<file path="src/fqp_pkg.sv">
`timescale 1ns / 1ps
// Package for the queue with purge: command codes, beat structs and FSM states.
// Depends on nothing; used by the top level.
package fqp_pkg;

	// Widths fixed by the beat format.
	localparam int VALUE_W = 32;
	localparam int COUNT_W = 5;

	typedef enum logic [1:0] {
		CMD_ENQUEUE = 2'd0,
		CMD_POLL    = 2'd1,
		CMD_REMOVE  = 2'd2,
		CMD_CLEAR   = 2'd3
	} cmd_t;

	typedef struct packed {
		cmd_t               command;
		logic [VALUE_W-1:0] value;
	} req_t;

	typedef struct packed {
		logic               ok;
		logic [VALUE_W-1:0] value_out;
		logic [COUNT_W-1:0] removed_count;
		logic [COUNT_W-1:0] entry_count;
	} rsp_t;

	typedef enum logic [1:0] {
		ST_IDLE,
		ST_POLL,
		ST_PURGE
	} state_t;

endpackage

</file>
<file path="src/fifo_queue_with_purge_top.sv">
`timescale 1ns / 1ps
// Top level of the queue with purge: command FSM, ring pointers and the slot RAM.
// Depends on fqp_pkg and fqp_ram.

// A command beat is taken when start is high and busy is low; exactly one result beat
// follows, shown for one cycle with done high, and it cannot be held off. Enqueue, clear,
// poll on an empty queue and remove on an empty queue give their result in the cycle after
// acceptance. Poll on a non-empty queue passes through the poll state, because the oldest
// word comes from the slot RAM with registered read data. Remove on a non-empty queue
// streams every held entry through the RAM read port, one per cycle, and writes the kept
// ones back toward the head through the write port. Busy is high from acceptance until the
// result beat of a poll or remove on a non-empty queue is shown.
module fifo_queue_with_purge_top #(
	parameter int DEPTH      = 16,
	parameter int DATA_WIDTH = 32
) (
	input  logic          clk,
	input  logic          arst_n,
	input  logic          start,
	output logic          busy,
	input  fqp_pkg::req_t req,
	output logic          done,
	output fqp_pkg::rsp_t rsp
);

	localparam int AW = (DEPTH > 1) ? $clog2(DEPTH) : 1;
	localparam int CW = $clog2(DEPTH + 1);

	fqp_pkg::state_t state_q, state_d;
	logic [AW-1:0]   head_q, head_d, tail_q, tail_d;
	logic [CW-1:0]   count_q, count_d;
	logic [AW-1:0]   rd_q, rd_d, wr_q, wr_d;
	logic [CW-1:0]   left_q, left_d, kept_q, kept_d;
	logic [DATA_WIDTH-1:0] key_q, key_d;
	logic            done_q, done_d;
	fqp_pkg::rsp_t   rsp_q, rsp_d;

	logic                  ram_we, ram_re;
	logic [AW-1:0]         ram_waddr, ram_raddr;
	logic [DATA_WIDTH-1:0] ram_wdata, ram_rdata, din;
	logic                  keep;
	logic [AW-1:0]         wr_n;
	logic [CW-1:0]         kept_n;

	function automatic logic [AW-1:0] next_idx(input logic [AW-1:0] i);
		return (i == AW'(DEPTH - 1)) ? '0 : i + AW'(1);
	endfunction

	assign din  = DATA_WIDTH'(req.value);
	assign busy = (state_q != fqp_pkg::ST_IDLE);
	assign done = done_q;
	assign rsp  = rsp_q;

	fqp_ram #(
		.WIDTH(DATA_WIDTH),
		.DEPTH(DEPTH)
	) u_slots (
		.clk  (clk),
		.we   (ram_we),
		.waddr(ram_waddr),
		.wdata(ram_wdata),
		.re   (ram_re),
		.raddr(ram_raddr),
		.rdata(ram_rdata)
	);

	// Purge step: decide whether the word arriving from the RAM is kept.
	assign keep   = (ram_rdata != key_q);
	assign wr_n   = keep ? next_idx(wr_q) : wr_q;
	assign kept_n = kept_q + CW'(keep);

	// Next state, RAM controls and result beat.
	always_comb begin
		state_d   = state_q;
		head_d    = head_q;
		tail_d    = tail_q;
		count_d   = count_q;
		rd_d      = rd_q;
		wr_d      = wr_q;
		left_d    = left_q;
		kept_d    = kept_q;
		key_d     = key_q;
		done_d    = 1'b0;
		rsp_d     = rsp_q;
		ram_we    = 1'b0;
		ram_waddr = tail_q;
		ram_wdata = din;
		ram_re    = 1'b0;
		ram_raddr = head_q;

		unique case (state_q)
			fqp_pkg::ST_IDLE: begin
				if (start) begin
					rsp_d.ok            = 1'b1;
					rsp_d.value_out     = '0;
					rsp_d.removed_count = '0;
					rsp_d.entry_count   = fqp_pkg::COUNT_W'(count_q);
					unique case (req.command)
						fqp_pkg::CMD_ENQUEUE: begin
							done_d = 1'b1;
							if (count_q == CW'(DEPTH)) begin
								rsp_d.ok = 1'b0;
							end else begin
								ram_we            = 1'b1;
								tail_d            = next_idx(tail_q);
								count_d           = count_q + CW'(1);
								rsp_d.entry_count = fqp_pkg::COUNT_W'(count_q + CW'(1));
							end
						end
						fqp_pkg::CMD_POLL: begin
							if (count_q == '0) begin
								done_d   = 1'b1;
								rsp_d.ok = 1'b0;
							end else begin
								ram_re  = 1'b1;
								state_d = fqp_pkg::ST_POLL;
							end
						end
						fqp_pkg::CMD_REMOVE: begin
							key_d = din;
							if (count_q == '0) begin
								done_d = 1'b1;
							end else begin
								ram_re  = 1'b1;
								rd_d    = next_idx(head_q);
								left_d  = count_q - CW'(1);
								wr_d    = head_q;
								kept_d  = '0;
								state_d = fqp_pkg::ST_PURGE;
							end
						end
						fqp_pkg::CMD_CLEAR: begin
							done_d            = 1'b1;
							head_d            = '0;
							tail_d            = '0;
							count_d           = '0;
							rsp_d.entry_count = '0;
						end
					endcase
				end
			end
			fqp_pkg::ST_POLL: begin
				done_d              = 1'b1;
				rsp_d.ok            = 1'b1;
				rsp_d.value_out     = fqp_pkg::VALUE_W'(ram_rdata);
				rsp_d.removed_count = '0;
				head_d              = next_idx(head_q);
				count_d             = count_q - CW'(1);
				rsp_d.entry_count   = fqp_pkg::COUNT_W'(count_q - CW'(1));
				state_d             = fqp_pkg::ST_IDLE;
			end
			fqp_pkg::ST_PURGE: begin
				// Kept words move down to the write pointer, which never passes the reads.
				if (keep) begin
					ram_we    = 1'b1;
					ram_waddr = wr_q;
					ram_wdata = ram_rdata;
				end
				if (left_q != '0) begin
					ram_re    = 1'b1;
					ram_raddr = rd_q;
					rd_d      = next_idx(rd_q);
					left_d    = left_q - CW'(1);
					wr_d      = wr_n;
					kept_d    = kept_n;
				end else begin
					done_d              = 1'b1;
					tail_d              = wr_n;
					count_d             = kept_n;
					rsp_d.ok            = 1'b1;
					rsp_d.value_out     = '0;
					rsp_d.removed_count = fqp_pkg::COUNT_W'(count_q - kept_n);
					rsp_d.entry_count   = fqp_pkg::COUNT_W'(kept_n);
					state_d             = fqp_pkg::ST_IDLE;
				end
			end
			default: begin
				state_d = fqp_pkg::ST_IDLE;
			end
		endcase
	end

	// Control registers.
	always_ff @(posedge clk or negedge arst_n) begin
		if (!arst_n) begin
			state_q <= fqp_pkg::ST_IDLE;
			head_q  <= '0;
			tail_q  <= '0;
			count_q <= '0;
			rd_q    <= '0;
			wr_q    <= '0;
			left_q  <= '0;
			kept_q  <= '0;
			done_q  <= 1'b0;
		end else begin
			state_q <= state_d;
			head_q  <= head_d;
			tail_q  <= tail_d;
			count_q <= count_d;
			rd_q    <= rd_d;
			wr_q    <= wr_d;
			left_q  <= left_d;
			kept_q  <= kept_d;
			done_q  <= done_d;
		end
	end

	// Payload registers.
	always_ff @(posedge clk) begin
		key_q <= key_d;
		rsp_q <= rsp_d;
	end

endmodule

</file>
<file path="src/fqp_ram.sv">
`timescale 1ns / 1ps
// Generic simple dual-port RAM: one write port, one read port with registered read data.
// Depends on nothing.
module fqp_ram #(
	parameter int WIDTH = 32,
	parameter int DEPTH = 16
) (
	input  logic                     clk,
	input  logic                     we,
	input  logic [$clog2(DEPTH)-1:0] waddr,
	input  logic [WIDTH-1:0]         wdata,
	input  logic                     re,
	input  logic [$clog2(DEPTH)-1:0] raddr,
	output logic [WIDTH-1:0]         rdata
);

	logic [WIDTH-1:0] mem_q [DEPTH];

	// Write port.
	always_ff @(posedge clk) begin
		if (we) begin
			mem_q[waddr] <= wdata;
		end
	end

	// Read port, with registered read data.
	always_ff @(posedge clk) begin
		if (re) begin
			rdata <= mem_q[raddr];
		end
	end

endmodule
</file>
<file path="config.mk">
export PLATFORM = sky130hd
export DESIGN_NAME = fifo_queue_with_purge_top
export DESIGN_NICKNAME = d
export VERILOG_FILES = /design/src/fqp_pkg.sv /design/src/fifo_queue_with_purge_top.sv /design/src/fqp_ram.sv
export SDC_FILE = /design/constraint.sdc
export NUM_CORES = 1
export LEC_CHECK = 0
export BUFFER_PORTS_ARGS = -buffer_cell sky130_fd_sc_hd__buf_2
export CORE_MARGIN = 2
export CORE_UTILIZATION = 56
export DETAILED_ROUTE_END_ITERATION = 12
export PLACE_DENSITY = 0.76
export SYNTH_ARGS = -nofsm -noshare
export SYNTH_HDL_FRONTEND = slang
export SYNTH_SLANG_ARGS = --single-unit
</file>
<file path="constraint.sdc">
create_clock -name clk -period 5.9 [get_ports clk]
set_input_delay 1.18 -clock clk [delete_from_list [all_inputs] [get_ports clk]]
set_output_delay 1.18 -clock clk [all_outputs]
set_load 0.02 [all_outputs]
</file>
==> metrics, run 1 <==
status=complete, no violations; P per Cell Area=477.9 mW/mm²; # setup viols final=0; Vias=17,019; drt initial violations=2,339; part of the power in the clock network=29.2%; CTS buffer count=67; Avg Cell Area, Syn=14.56 µm²; Nets=1,991; kind of critical path=reg2reg; I/O pin count=82; number of fill cells=3,406; first-pass GRT wire length=101.7 mm; Net Sw Frac=32.76%; Syn. warnings=0; Routed WL per cell=26.08 µm; Synth async-reset ratio=5.207%; number of diodes=0; crit-path max cell delay=1130 ps; Leak=11.31 nW; Max Freq=235.4 MHz; htree depth=3; critical path arrival=4600 ps; total global-route track usage=27.10%; Clk pin slew, worst setup/hold paths=60 ps; Post-CTS Hold Fix Bufs=0; commonest non-fill, non-tap cell in the layout=edfxtp_1; flops & latches, synth=653; post-DP HPWL=36.70 mm; final core utilization=64.20%; endpoints failing hold=0; crit path cell chain=inv_1 > ha_1 > buf_4 > nand2_4 > a41oi_4 > buf_4 > a21oi_1 > nor4_1 > or3b_1; critical path's slowest cell=a41oi_4; worst IR drop on VDD=308.8 µV; Synth Instances=1,872; TritonCTS clock tree=yes; port bufs=81; CTS resizes=0; GPL Wtd Cong=0.8225; Layout area overhead=12.73%; P_sw=4.809 mW; RSZ-0062 raised after global routing=false; part of the power in registers=44.7%; share of synthesized area occupied by flip-flops and latches=71.34%; CTS root buffer=clkbuf_16; initial antenna violation count=1; final setup TNS=0 ps; Main synth FF type=edfxtp_1; Max transition margin=13.34%; Post-Syn Area=0.02725 mm²; initial core utilization=56.95%; Period minus WS final=4248 ps; # DRC=0; Core Rows=80; Post-synth EDFFs=619; Die Area=0.05044 mm²; die height=224.6 µm; count of unique library cells instantiated by Yosys=67; dpl cell area=0.02847 mm²; largest net degree at the start of global routing=129; clk_skew=25.74 ps; Worst-Skew Late Latency=620 ps; most frequent CP cell=buf_4; core area=0.04785 mm²; Die W=224.6 µm; Design Area, Final=0.03072 mm²; period utilization=72.00%; fin worst setup slack=1652 ps; CP Capture Type=flip-flop; Post-Place Cells=2,477; Final Non-Filler Cells=2,600; CTS Buffer Depth=3; Synthesized Nets=1,932; layout cells sized above 1=15.06%; Critical Path Source Type=flip-flop; Comb power frac=26.1%; setup bufs post-CTS=0; max cap viols=0; Cell Int Power=9.870 mW; First-pass DRT Iterations=6; Critical Path RT=6250 ps; worst-margin pin slew=1296 ps; Placement Setup Slack=1855 ps; drt via density=6.546; Slew Limit Fails=0; vias in the first global route=16,660; largest fanout on the critical path=29; clock sinks=653; most frequent cells in the layout=619 x edfxtp_1, 155 x nand3_1, 146 x a21oi_1; grt total ovfl=0; Routed WL=67.81 mm; Final ANT Viol Nets=0; worst min-delay path category=reg2reg
[final cells by class]
| type | instances | area [µm²] | area share [%] |
|---|---|---|---|
| clock buffer | 75 | 1728 | 5.625 |
| inverter | 20 | 75.07 | 0.2444 |
| multi-input combinational | 1068 | 7446 | 24.24 |
| timing repair buffer | 121 | 743.2 | 2.420 |
| sequential | 653 | 19440 | 63.28 |
| tap | 615 | 769.5 | 2.505 |
| clock inverter | 48 | 516.7 | 1.682 |
[kinds of logic (layout without fill, tap and decap cells)]
group / count (synthesis) / in the layout / share of synthesized area, %
compound gates: 439 / 439 / 9.106
xor+xnor: 43 / 43 / 1.382
fa+ha+maj: 23 / 23 / 1.084
buf+inv: 151 / 264 / 2.576
flops: 653 / 653 / 71.34
mux: 170 / 170 / 6.410
simple gates: 393 / 393 / 8.105
[power by group through the flow]
stage | clock [mW] | combinational [mW] | sequential [mW]
after floorplan | 0 | 2.38 | 6.68
after global placement | 0 | 3.68 | 6.61
after detailed placement | 0 | 3.78 | 6.65
after CTS | 4.34 | 3.82 | 6.56
after global routing | 4.52 | 4.12 | 6.63
final | 4.28 | 3.83 | 6.57
[per-stage QoR]
stage / hold WS (ps) / power [mW]
3_5_place_dp: 489.3 / 10.43
6_report: 497.3 / 14.68
2_1_floorplan: 456.3 / 9.069
4_1_cts: 500.8 / 14.71
5_1_grt: 517.7 / 15.27
3_3_place_gp: 489.1 / 10.29
[final timing paths]
check | end | depth (start not counted) | from | slack, ps
max in group asynchronous | count_q[1]$_DFFE_PN0P_ | 1 | arst_n | 4740
min in group asynchronous | state_q[1]$_DFFE_PN0P_ | 1 | arst_n | 650
hold reg to reg | kept_q[0]$_DFFE_PN0P_ | 2 | kept_q[0]$_DFFE_PN0P_ | 500
setup / recovery | u_slots.rdata[18]$_DFFE_PP_ | 9 | state_q[0]$_DFFE_PN0P_ | 1650
hold / removal | kept_q[0]$_DFFE_PN0P_ | 2 | kept_q[0]$_DFFE_PN0P_ | 500
setup reg to reg | u_slots.rdata[18]$_DFFE_PP_ | 9 | state_q[0]$_DFFE_PN0P_ | 1650
[metal layers]
layer	vias up	routed length [µm]	part of all wire, %	track usage, %
li1	7397	-	-	-
met1	8451	26570	39	37.04
met2	1006	32400	48	43.12
met3	165	6300	9.3	5.369
met4	0	2541	3.7	11.02
met5	-	0	0	0
[state kept, by name, indices dropped and copies added, names as in the netlist]
register and flops:
done 1, head_q 4, wr_q 4, count_q 5
tail_q 4, u_slots.mem_q 512, left_q 5, rsp 43
kept_q 5, state_q 2, u_slots.rdata 32, rd_q 4
key_q 32
[worst max-delay path: cells and delay by family (launching register included)]
kind | cells | cell delay, ps
AOI/OAI and AO/OA | 2 | 1200
DFF | 1 | 400
buffers and inverters | 3 | 890
adders and majority gates | 1 | 280
and+or+nand+nor | 3 | 1190
[synthesized netlist by cell type, types with 3 or more instances]
master	number	share of area, %
o41ai_1	6	0.19
or2_2	4	0.092
a211oi_1	4	0.11
mux2_2	36	1.5
nor2_1	23	0.32
o22ai_1	72	1.7
buf_2	12	0.22
nand2_1	51	0.70
edfxtp_1	619	68
nand3_1	156	2.9
nor2b_1	3	0.069
dfrtp_1	34	3.1
nor4_1	42	0.96
a31oi_1	7	0.16
nand3b_1	3	0.083
nor3_1	7	0.13
or3b_1	32	1.0
a22o_1	3	0.096
buf_6	9	0.37
o211ai_1	3	0.083
o21ai_0	102	1.9
mux2i_1	134	4.9
a21o_1	6	0.17
ha_1	22	1.0
nor4b_1	3	0.096
inv_1	18	0.25
xnor2_1	3	0.096
nand2b_1	10	0.23
nand4_1	6	0.14
and2_1	33	0.76
clkbuf_1	92	1.3
o21ai_1	59	1.1
a21oi_1	147	2.7
a41oi_1	3	0.096
buf_4	14	0.39
and3_1	3	0.069
o31ai_1	10	0.28
buf_1	4	0.055
nor3b_1	6	0.17
xor2_1	40	1.3
(Power assumes the default switching activity.)
==> run 2: changes to the inputs <==
- CORE_UTILIZATION: 56 -> 62
- PLACE_DENSITY: 0.76 -> 0.79
- clock period: 5.9 -> 4.45 ns (I/O delays scaled with it)
==> run 2 against run 1 <==
Non-clock buffer count up 6. Critical endpoint is now rsp[9]$_DFFE_PP_. Global-route usage up 3.8 points. Critical path depth up 4. Core utilization up 7.2 points. Maximum frequency up 2.1%. Sequential share of layout area down 0.32 points. Sequential power up 33%. Clock power up 27%. Routed wire length up 1.8%.
==> metrics, run 2 (same netlist as run 1, synthesis figures left out) <==
status=complete, no violations (unchanged); post-DP HPWL=35.85 mm (was 36.70 mm); Design Area, Final=0.03087 mm² (was 0.03072 mm²); crit-path max cell delay=640 ps (was 1130 ps); worst min-delay path category=in2async (was reg2reg); core area=0.04327 mm² (was 0.04785 mm²); initial antenna violation count=0 (was 1); CTS root buffer=clkbuf_16 (unchanged); worst-margin pin slew=1333 ps (was 1296 ps); grt total ovfl=0 (unchanged); clk_skew=18.21 ps (was 25.74 ps); GPL Wtd Cong=0.8737 (was 0.8225); drt via density=6.746 (was 6.546); fin worst setup slack=289.4 ps (was 1652 ps); crit path cell chain=xor2_1 > nor4_1 > nand4_1 > or2_2 > ha_1 > ha_1 > xnor2_1 > ha_1 > a21o_1 > a21oi_1 > xor2_1 > xnor2_1 > nor2_1 (was inv_1 > ha_1 > buf_4 > nand2_4 > a41oi_4 > buf_4 > a21oi_1 > nor4_1 > or3b_1); layout cells sized above 1=15.19% (was 15.06%); critical path's slowest cell=nor4_1 (was a41oi_4); CP Capture Type=flip-flop (unchanged); r2r worst-path depth=13 (was 9); Nets=1,997 (was 1,991); Final ANT Viol Nets=0 (unchanged); most frequent CP cell=ha_1 (was buf_4); r2r startpoint=u_slots.rdata[27]$_DFFE_PP_ (was state_q[0]$_DFFE_PN0P_); FF-to-FF End=rsp[9]$_DFFE_PP_ (was u_slots.rdata[18]$_DFFE_PP_); Biggest register=u_slots.mem_q (unchanged); Layout area overhead=13.29% (was 12.73%); Period minus WS final=4161 ps (was 4248 ps); most frequent cells in the layout=619 x edfxtp_1, 155 x nand3_1, 146 x a21oi_1 (unchanged); CTS buffer count=67 (unchanged); initial core utilization=62.98% (was 56.95%); max cap viols=0 (unchanged); endpoints failing hold=0 (unchanged); RSZ-0062 raised after global routing=false (unchanged); setup bufs post-CTS=0 (unchanged); largest net degree at the start of global routing=129 (unchanged); Core Rows=76 (was 80); number of diodes=0 (unchanged); first-pass GRT wire length=102.8 mm (was 101.7 mm); final setup TNS=0 ps (unchanged); period utilization=93.50% (was 72.00%); clock sinks=653 (unchanged); # setup viols final=0 (unchanged); # DRC=0 (unchanged); met1 GRT Util=42.52% (was 37.04%); Clk pin slew, worst setup/hold paths=60 ps (about the same); I/O pin count=82 (unchanged); Die Area=0.04564 mm² (was 0.05044 mm²); worst IR drop on VDD=465.1 µV (was 308.8 µV); number of fill cells=2,726 (was 3,406); die height=213.6 µm (was 224.6 µm); GR Util met2=48.25% (was 43.12%); total global-route track usage=30.86% (was 27.10%); htree depth=3 (unchanged); Slew Limit Fails=0 (unchanged); Critical path origin=u_slots.rdata[27]$_DFFE_PP_ (was state_q[0]$_DFFE_PN0P_); First-pass DRT Iterations=8 (was 6); dpl cell area=0.02876 mm² (was 0.02847 mm²); Max transition margin=10.79% (was 13.34%); largest fanout on the critical path=8 (was 29); Die W=213.6 µm (was 224.6 µm); busiest grt layer=met2 (unchanged); Critical Path RT=4780 ps (was 6250 ps); P per Cell Area=628.5 mW/mm² (was 477.9 mW/mm²); Placement Setup Slack=418.0 ps (was 1855 ps); vias in the first global route=16,914 (was 16,660); Routed WL=69.05 mm (was 67.81 mm); Leak=11.41 nW (was 11.31 nW); TritonCTS clock tree=yes (unchanged); Post-CTS Hold Fix Bufs=0 (unchanged); Vias=17,357 (was 17,019); Fin Hold WS=381.6 ps (was 497.3 ps); CTS Buffer Depth=3 (unchanged); met3 Use GR=6.298% (was 5.369%); critical path arrival=4490 ps (was 4600 ps); Max Freq=240.4 MHz (was 235.4 MHz); port bufs=81 (unchanged); total power draw=19.40 mW (was 14.68 mW); Critical Path Source Type=flip-flop (unchanged); kind of critical path=reg2reg (unchanged); Worst-Skew Late Latency=600 ps (was 620 ps); CTS resizes=0 (unchanged); commonest non-fill, non-tap cell in the layout=edfxtp_1 (unchanged); drt initial violations=2,594 (was 2,339); max reg flops=512 (unchanged); reg-to-reg slack, setup=290 ps (was 1650 ps); Routed WL per cell=26.84 µm (was 26.08 µm)
-- run 2: changes by cell type in the layout (fill, tap and decap cells not counted), sizes merged --
cell	before	now
buf	121	127
clkinvlp	2	1
clkinv	37	26
clkbuf	75	82
inv	21	26
bufinv	8	5
-- run 2: layout make-up --
cell class / count / area [µm²] / area share [%]
multi-input combinational: 1068 / 7487 / 24.25
clock buffer: 82 / 1754 / 5.682
clock inverter: 38 / 357.8 / 1.159
tap: 585 / 732.0 / 2.371
timing repair buffer: 127 / 1026 / 3.323
inverter: 20 / 75.07 / 0.2432
sequential: 653 / 19440 / 62.97
-- run 2: report_power, final --
part	switching [mW]	internal [mW]	leakage (nW)
registers	0.540	8.20	6.09
clock network	2.33	3.13	1.04
logic	3.54	1.66	4.28
-- run 2: routing by layer --
| metal | share of wire (%) | vias up |
|---|---|---|
| met1 | 37 | 8547 |
| met2 | 47 | 1194 |
| met4 | 4.2 | 0 |
| li1 | - | 7410 |
| met5 | 0 | - |
| met3 | 11 | 206 |
-- run 2: worst max path at each step --
stage	depth (start not counted)	to	slack, ps
2_1_floorplan	7	u_slots.mem_q[12][0]$_DFFE_PP_	-1170
3_3_place_gp	13	rsp[9]$_DFFE_PP_	440
3_5_place_dp	13	rsp[9]$_DFFE_PP_	420
4_1_cts	13	rsp[9]$_DFFE_PP_	370
5_1_grt	13	rsp[9]$_DFFE_PP_	140
6_report	13	rsp[9]$_DFFE_PP_	290
-- run 2: stage by stage --
| stage | utilization, % | instances |
|---|---|---|
| 2_1_floorplan | - | 1872 |
| 3_3_place_gp | 66.47 | 2453 |
| 6_report | 71.35 | 2573 |
| 3_5_place_dp | 66.47 | 2453 |
| 4_1_cts | 71.35 | 2573 |
| 5_1_grt | 71.35 | 2573 |
-- run 2: critical path: cells and delay by family (launching register included) --
kind	cells	cell delay, ps
AOI/OAI and AO/OA	2	340
and+or+nand+nor	4	1520
DFF	1	450
adders and majority gates	3	760
xor gates and xnor gates	4	800
